File: src/mld_pkg.sv
// Shared types and constants for the motion light dimmer.
// Holds the mode and opcode types, the register indexes, the reset values and the register set struct.
// No dependencies.
package mld_pkg;

	typedef enum logic [1:0] {
		MODE_OFF    = 2'd0,
		MODE_ON     = 2'd1,
		MODE_MANUAL = 2'd2
	} mode_t;

	typedef enum logic {
		OP_TICK  = 1'b0,
		OP_APPLY = 1'b1
	} opcode_t;

	localparam int CFG_IDX_W  = 3;
	localparam int CFG_DATA_W = 32;

	localparam logic [CFG_IDX_W-1:0] REG_DIM_MAX        = 3'd0;
	localparam logic [CFG_IDX_W-1:0] REG_DIM_MIN        = 3'd1;
	localparam logic [CFG_IDX_W-1:0] REG_RAMP_STEPS     = 3'd2;
	localparam logic [CFG_IDX_W-1:0] REG_ON_DURATION_MS = 3'd3;
	localparam logic [CFG_IDX_W-1:0] REG_MANUAL_SELECT  = 3'd4;

	localparam logic [7:0]  RST_DIM_MAX        = 8'd255;
	localparam logic [7:0]  RST_DIM_MIN        = 8'd50;
	localparam logic [7:0]  RST_RAMP_STEPS     = 8'd5;
	localparam logic [31:0] RST_ON_DURATION_MS = 32'd30000;

	typedef struct packed {
		logic [7:0]  dim_max;
		logic [7:0]  dim_min;
		logic [7:0]  ramp_steps;
		logic [31:0] on_duration_ms;
		logic        manual_select;
	} cfg_t;

endpackage

File: src/mld_ramp.sv
// Closed-form level ramp for one tick of the motion light dimmer.
// Depends on mld_pkg for the mode type and the register set struct.
module mld_ramp
	import mld_pkg::*;
(
	input  logic [7:0] level,
	input  logic [7:0] target,
	input  mode_t      mode,
	input  cfg_t       cfg,
	output logic [7:0] level_next
);

	logic [8:0] steps;
	logic       below;
	logic [7:0] lvl_start;
	logic [8:0] steps_left;
	logic [7:0] floor_tgt;
	logic [9:0] up_sum;
	logic [9:0] down_lim;
	logic [7:0] off_level;
	logic [7:0] on_level;

	// Zero steps means a full 256-unit sweep.
	assign steps = (cfg.ramp_steps == 8'd0) ? 9'd256 : {1'b0, cfg.ramp_steps};

	// Off mode always runs with target zero: step down, and once a step would
	// take the level under the floor it drops straight to zero.
	assign off_level = ({2'b00, level} >= ({1'b0, steps} + {2'b00, cfg.dim_min})) ?
		level - steps[7:0] : 8'd0;

	// Other modes: a level under the floor lifts to the floor on the first
	// step, and the floor also bounds the effective target.
	assign below      = level < cfg.dim_min;
	assign lvl_start  = below ? cfg.dim_min : level;
	assign steps_left = below ? steps - 9'd1 : steps;
	assign floor_tgt  = (target < cfg.dim_min) ? cfg.dim_min : target;
	assign up_sum     = {2'b00, lvl_start} + {1'b0, steps_left};
	assign down_lim   = {1'b0, steps_left} + {2'b00, floor_tgt};

	always_comb begin
		if (lvl_start < floor_tgt) begin
			on_level = (up_sum > {2'b00, floor_tgt}) ? floor_tgt : up_sum[7:0];
		end else if (lvl_start > floor_tgt) begin
			on_level = ({2'b00, lvl_start} < down_lim) ? floor_tgt :
				lvl_start - steps_left[7:0];
		end else begin
			on_level = lvl_start;
		end
	end

	assign level_next = (mode == MODE_OFF) ? off_level : on_level;

endmodule

File: src/motion_light_dimmer.sv
// Top level of the motion light dimmer: register set, input stage, state and result stage.
// Depends on mld_pkg and on mld_ramp for the per-tick level ramp.
//
// Usage:
//   Input channel (in_valid / in_stall) carries one word per item: opcode, motion
//   and now_ms. A tick word ramps the level toward the target and then handles the
//   motion sample and the no-motion timeout; an apply word enters on or manual
//   mode and sets the target to dim_max.
//   Output channel (out_valid / out_stall) returns exactly one result word per
//   input word, in order: dim_out, light_mode, report_valid, report_motion.
//   A word accepted at one clock edge is registered in the input stage, worked in
//   a single pass by the ramp and timeout logic, and its result is registered in the
//   result stage once that stage is free. One word per cycle is taken sustained while the output does not stall.
//   When the receiver stalls, the result word holds; the input register still
//   drains into it once the output is taken, and in_stall rises only while both
//   the input register and the output register are full.
//   Registers are written through cfg_we / cfg_index / cfg_wdata; the user must do so only
//   while no word is in flight, which the block does not enforce; indexes past the register list are ignored.
//   Reset (arst_n low) restores the register defaults, level 50, target 255,
//   on mode, last motion time zero and motion report off, and empties both stages.
module motion_light_dimmer
	import mld_pkg::*;
(
	input  logic                  clk,
	input  logic                  arst_n,
	input  logic                  in_valid,
	output logic                  in_stall,
	input  logic                  opcode,
	input  logic                  motion,
	input  logic [31:0]           now_ms,
	output logic                  out_valid,
	input  logic                  out_stall,
	output logic [7:0]            dim_out,
	output logic [1:0]            light_mode,
	output logic                  report_valid,
	output logic                  report_motion,
	input  logic                  cfg_we,
	input  logic [CFG_IDX_W-1:0]  cfg_index,
	input  logic [CFG_DATA_W-1:0] cfg_wdata
);

	cfg_t        cfg_q;

	// Input stage
	logic        valid_s1;
	opcode_t     opcode_s1;
	logic        motion_s1;
	logic [31:0] now_s1;

	// Dimmer state
	logic [7:0]  level_q;
	logic [7:0]  target_q;
	mode_t       mode_q;
	logic [31:0] last_motion_q;
	logic        reported_q;

	// Result stage
	logic        valid_s2;
	logic [7:0]  dim_s2;
	mode_t       mode_s2;
	logic        rep_valid_s2;
	logic        rep_motion_s2;

	logic        advance;
	logic        take_in;
	logic        step;

	logic [7:0]  ramp_level;
	logic [31:0] idle_ms;
	logic        timed_out;

	logic [7:0]  level_n;
	logic [7:0]  target_n;
	mode_t       mode_n;
	logic [31:0] last_motion_n;
	logic        reported_n;
	logic        rep_valid_n;
	logic [7:0]  shown_n;

	// Handshake: the result stage frees when empty or taken this cycle.
	assign advance  = !valid_s2 || !out_stall;
	assign in_stall = valid_s1 && !advance;
	assign take_in  = in_valid && !in_stall;
	assign step     = valid_s1 && advance;

	// Register set
	always_ff @(posedge clk or negedge arst_n) begin
		if (!arst_n) begin
			cfg_q.dim_max        <= RST_DIM_MAX;
			cfg_q.dim_min        <= RST_DIM_MIN;
			cfg_q.ramp_steps     <= RST_RAMP_STEPS;
			cfg_q.on_duration_ms <= RST_ON_DURATION_MS;
			cfg_q.manual_select  <= 1'b0;
		end else if (cfg_we) begin
			case (cfg_index)
				REG_DIM_MAX:        cfg_q.dim_max        <= cfg_wdata[7:0];
				REG_DIM_MIN:        cfg_q.dim_min        <= cfg_wdata[7:0];
				REG_RAMP_STEPS:     cfg_q.ramp_steps     <= cfg_wdata[7:0];
				REG_ON_DURATION_MS: cfg_q.on_duration_ms <= cfg_wdata[31:0];
				REG_MANUAL_SELECT:  cfg_q.manual_select  <= cfg_wdata[0];
				default: ;
			endcase
		end
	end

	// Capture the input word; hold it while the result stage is blocked.
	always_ff @(posedge clk or negedge arst_n) begin
		if (!arst_n) begin
			valid_s1 <= 1'b0;
		end else if (advance || !valid_s1) begin
			valid_s1 <= in_valid;
		end
	end

	always_ff @(posedge clk) begin
		if (take_in) begin
			opcode_s1 <= opcode_t'(opcode);
			motion_s1 <= motion;
			now_s1    <= now_ms;
		end
	end

	mld_ramp u_ramp (
		.level      (level_q),
		.target     (target_q),
		.mode       (mode_q),
		.cfg        (cfg_q),
		.level_next (ramp_level)
	);

	// Wrapping elapsed time since the last motion; strictly greater times out.
	assign idle_ms   = now_s1 - last_motion_q;
	assign timed_out = idle_ms > cfg_q.on_duration_ms;

	always_comb begin
		level_n       = level_q;
		target_n      = target_q;
		mode_n        = mode_q;
		last_motion_n = last_motion_q;
		reported_n    = reported_q;
		rep_valid_n   = 1'b0;
		shown_n       = level_q;
		case (opcode_s1)
			OP_APPLY: begin
				mode_n   = cfg_q.manual_select ? MODE_MANUAL : MODE_ON;
				target_n = cfg_q.dim_max;
			end
			OP_TICK: begin
				level_n = ramp_level;
				shown_n = ramp_level;
				if (motion_s1) begin
					// Movement: refresh the timestamp and wake an off light.
					rep_valid_n   = !reported_q;
					reported_n    = 1'b1;
					last_motion_n = now_s1;
					if (mode_q == MODE_OFF) begin
						mode_n   = MODE_ON;
						target_n = cfg_q.dim_max;
					end
				end else begin
					rep_valid_n = reported_q;
					reported_n  = 1'b0;
					if (mode_q == MODE_ON && timed_out) begin
						mode_n   = MODE_OFF;
						target_n = 8'd0;
					end
				end
			end
			default: ;
		endcase
	end

	// Advance the dimmer state once per worked word.
	always_ff @(posedge clk or negedge arst_n) begin
		if (!arst_n) begin
			level_q       <= RST_DIM_MIN;
			target_q      <= RST_DIM_MAX;
			mode_q        <= MODE_ON;
			last_motion_q <= 32'd0;
			reported_q    <= 1'b0;
		end else if (step) begin
			level_q       <= level_n;
			target_q      <= target_n;
			mode_q        <= mode_n;
			last_motion_q <= last_motion_n;
			reported_q    <= reported_n;
		end
	end

	// Result stage: load on a worked word, drop once taken.
	always_ff @(posedge clk or negedge arst_n) begin
		if (!arst_n) begin
			valid_s2 <= 1'b0;
		end else if (advance) begin
			valid_s2 <= valid_s1;
		end
	end

	always_ff @(posedge clk) begin
		if (step) begin
			dim_s2        <= shown_n;
			mode_s2       <= mode_n;
			rep_valid_s2  <= rep_valid_n;
			rep_motion_s2 <= reported_n;
		end
	end

	assign out_valid     = valid_s2;
	assign dim_out       = dim_s2;
	assign light_mode    = mode_s2;
	assign report_valid  = rep_valid_s2;
	assign report_motion = rep_motion_s2;

`ifndef SYNTHESIS
	// The ramp relies on off mode always carrying a zero target.
	a_off_target_zero: assert property (@(posedge clk) disable iff (!arst_n)
		mode_q == MODE_OFF |-> target_q == 8'd0)
		else $error("off mode with nonzero target");

	// A worked word always lands in the result stage.
	a_step_to_out: assert property (@(posedge clk) disable iff (!arst_n)
		step |=> valid_s2)
		else $error("worked word lost before result stage");

	// An apply word never flags a report change.
	a_apply_no_report: assert property (@(posedge clk) disable iff (!arst_n)
		step && opcode_s1 == OP_APPLY |=> !report_valid)
		else $error("apply word flagged a report change");

	// Input back-pressure only when both stages are full and the output stalls.
	a_stall_cause: assert property (@(posedge clk) disable iff (!arst_n)
		in_stall |-> valid_s1 && valid_s2 && out_stall)
		else $error("input stalled without a full pipeline");
`endif

endmodule
File: config.mk
export PLATFORM = sky130hd
export DESIGN_NAME = motion_light_dimmer
export DESIGN_NICKNAME = d
export VERILOG_FILES = /design/src/mld_pkg.sv /design/src/mld_ramp.sv /design/src/motion_light_dimmer.sv
export SDC_FILE = /design/constraint.sdc
export NUM_CORES = 1
export LEC_CHECK = 0
export ABC_AREA = 1
export BUFFER_PORTS_ARGS = -buffer_cell sky130_fd_sc_hd__buf_2
export CORE_ASPECT_RATIO = 2
export CORE_UTILIZATION = 60
export DETAILED_ROUTE_END_ITERATION = 12
export PLACE_DENSITY = 0.85
export SETUP_SLACK_MARGIN = 0.2
export SYNTH_ARGS = -nofsm -noshare
export SYNTH_HDL_FRONTEND = slang
export SYNTH_SLANG_ARGS = --single-unit
File: constraint.sdc
create_clock -name clk -period 6.3 [get_ports clk]
set_input_delay 0 -clock clk [delete_from_list [all_inputs] [get_ports clk]]
set_output_delay 0 -clock clk [all_outputs]
set_load 0.05 [all_outputs]
==> results.json <==
{
  "rows": 71,
  "finalClockSkew_ns": 0.009549,
  "drtIter0Drc": 737,
  "synthesis.area_um2": 11550,
  "worstSetupPathType": "reg -> reg",
  "maxSlewViolCount": 0,
  "max_stage_delay_ns": 0.58,
  "reg2reg_depth": 30,
  "io_pins": 88,
  "async_flop_share_pct": 70.51,
  "totalWireLength_um": 33810,
  "grt_pass1_vias": 10890,
  "slew_headroom_pct": 47.08,
  "hpwl_um": 24810,
  "dieArea_um2": 19850,
  "fin_crit_sh_pct": 84.73,
  "muxShareOfSynthArea_pct": 0.09748,
  "worst_ep_arrival_time_ns": 5.54,
  "overflow": 0,
  "netlist-cell-type-count": 51,
  "grt_pass1_wl_um": 53510,
  "finalHoldViolCount": 0,
  "syn_inst": 1432,
  "hold_path.class": "in -> async",
  "finalSetupViolCount": 0,
  "synth_top_family_by_area": "simple AND/OR/NAND/NOR gates",
  "cts_sinks": 156,
  "status": "finished, final reports clean",
  "wl_per_cell_um": 18.10,
  "drc": 0,
  "synth_edf_count": 46,
  "synth_xor_xnor_area_share_pct": 5.231,
  "drive_gt1_share_pct": 13.89,
  "syn_avg_cell_area_um2": 8.067,
  "cts-root-buf": "clkbuf_16",
  "grt_max_degree": 65,
  "cp.required_ns": 6.50,
  "synth-seq-cells": 156,
  "layout.nets": 1827,
  "synth_simple_gate_area_share_pct": 18.99,
  "die_h_um": 198.2,
  "n_antenna_cell": 0,
  "regToRegEndpoint": "dim_out[0]$_DFFE_PP_",
  "routabilityCongestion": 1.082,
  "synth_fa_ha_area_share_pct": 16.96,
  "cts_tree": "built",
  "yosys_warnings": 0,
  "clk_latency_ns": 0.45,
  "cp-end-kind": "flip-flop",
  "viasPerCell": 5.658,
  "portBuffers": 87,
  "cp_top_family": "compound AO/OA/AOI/OAI gates",
  "die_w_um": 100.1,
  "cp_max_fo": 20,
  "post-cts-setup-buffers": 0,
  "synthTopCellsByArea": "dfrtp_1, ha_1, edfxtp_1",
  "fin_crit_ns": 5.338,
  "dr.pass1.iters": 5,
  "fmax_mhz": 187.3,
  "ys_seq_area_share_pct": 36.13,
  "yosys.area.top_type": "dfrtp_1",
  "worst_slew_pin_slew_ns": 0.7929,
  "numCtsBuffers": 17,
  "critPathBufInv": 4,
  "syn-num-nets": 1659,
  "vias": 10570,
  "r2r_slack_ns": 0.96,
  "crit_path_top_delay_cell": "dfstp_2",
  "clockBufferDepth": 2,
  "htree_levels": 4,
  "max_cap_violations": 0,
  "start_util_pct": 61.34,
  "rsz0062_at_grt": "false",
  "finalSetupTns_ns": 0,
  "synth_compound_area_share_pct": 14.26,
  "cts_resized": 0,
  "grt_use_total_pct": 36.38,
  "antenna_found_initial": 0,
  "ant_nets": 0,
  "yosys.area.top_type_share_pct": 16.90,
  "cts.clk_slew.worst_paths_ns": 0.06,
  "core_area_um2": 18830,
  "cpMostUsedCell": "nand2_1",
  "synth_ff_type": "dfrtp_1",
  "rr_startpoint": "cfg_q[46]$_DFFE_PN1P_",
  "syn2layout_area_growth_pct": 18.05,
  "start_kind": "flip-flop"
}
[layout by cell type, fill, tap and decap left out, types with 40 or more instances in the layout]
master	synthesis	final
buf_2	4	86
edfxtp_1	46	46
inv_1	212	212
o21ai_0	110	110
nor2_1	68	67
a21oi_1	127	127
nand3_1	41	40
ha_1	147	147
dfrtp_1	78	78
xor2_1	51	51
dlygate4sd3_1	0	74
nand2_1	315	315
[metrics by stage]
stage          hold WS [ns]  setup slack [ns]  utilization (%)  cells  cell area, um2
2_1_floorplan       -0.2956             1.568                -   1432           11550
5_1_grt              0.1835            0.3754            72.42   1868           13640
6_report             0.1194            0.9619            72.42   1868           13640
3_3_place_gp        0.06068             1.034            65.40   1762           12320
3_5_place_dp        0.06487            0.9881            65.40   1762           12320
4_1_cts              0.1425            0.9725            72.42   1868           13640
[worst max-delay path by stage]
stage | slack (ns) | end | cells past startpoint | startpoint
2_1_floorplan | 1.57 | dim_out[7]$_DFFE_PP_ | 31 | cfg_q[46]$_DFFE_PN1P_
3_3_place_gp | 1.03 | dim_out[0]$_DFFE_PP_ | 30 | cfg_q[46]$_DFFE_PN1P_
3_5_place_dp | 0.99 | dim_out[0]$_DFFE_PP_ | 30 | cfg_q[46]$_DFFE_PN1P_
4_1_cts | 0.97 | dim_out[0]$_DFFE_PP_ | 30 | cfg_q[46]$_DFFE_PN1P_
5_1_grt | 0.38 | dim_out[1]$_DFFE_PP_ | 30 | cfg_q[46]$_DFFE_PN1P_
6_report | 0.96 | dim_out[0]$_DFFE_PP_ | 30 | cfg_q[46]$_DFFE_PN1P_
[cell usage after synthesis (all sizes together), types with 3 or more instances]
master,n
nand3,48
edfxtp,46
o21bai,7
o21a,4
xor2,51
o221ai,4
inv,221
fa,6
ha,147
nand2,339
dfstp,32
a211oi,5
a21oi,130
nand4,20
clkbuf,22
nor4,3
nor3,10
buf,6
o21ai,137
nor2,75
o211ai,3
dfrtp,78
xnor2,18
a31oi,4
[repair_timing]
item | CTS | global route
endpoints found under the hold margin | 145 | 0
endpoints found under the setup margin | 0 | 0
hold buffers | 74 | 0
[routing by layer]
metal | global-route usage (%) | share of wire [%] | vias to the layer above
li1 | - | - | 5062
met1 | 30.40 | 30 | 4901
met2 | 69.83 | 55 | 416
met3 | 5.259 | 4.0 | 190
met4 | 34.68 | 11 | 0
met5 | 0 | 0 | -
[final cells by class]
cell class                      instances  area [um2]
Clock inverter                          9       70.07
Sequential cell                       156        4174
Timing Repair Buffer                  177        1299
Fill cell                            1394        5195
Tap cell                              255       319.1
Inverter                              223       837.1
Clock buffer                           23       510.5
Multi-Input combinational cell       1025        6429
[sequential cells by signal, indices dropped and copies added (netlist names)]
register,count
report_valid,1
dim_out,8
light_mode,2
valid_s1,1
level_q,8
cfg_q,57
target_q,8
now_s1,32
mode_q,2
last_motion_q,32
out_valid,1
motion_s1,1
reported_q,1
report_motion,1
opcode_s1,1
[worst reg2reg max path: cells and delay by family, from the launching register on]
| kind | cells | cell delay, ns |
|---|---|---|
| adder cells (fa/ha/maj) | 3 | 1.05 |
| AO/OA/AOI/OAI | 8 | 1.37 |
| buffers and inverters | 4 | 0.38 |
| XOR/XNOR | 2 | 0.40 |
| AND/OR/NAND/NOR | 13 | 1.31 |
| flip-flops | 1 | 0.58 |
[logic make-up after synthesis]
family | after synthesis
compound gates | 303
xor+xnor | 69
fa+ha+maj | 153
buf+inv | 251
flops | 156
mux | 1
simple gates | 499
Power is left out: the tool's default activity adds up to more than one toggle a clock period on the data nets, which glitch-free logic cannot reach.
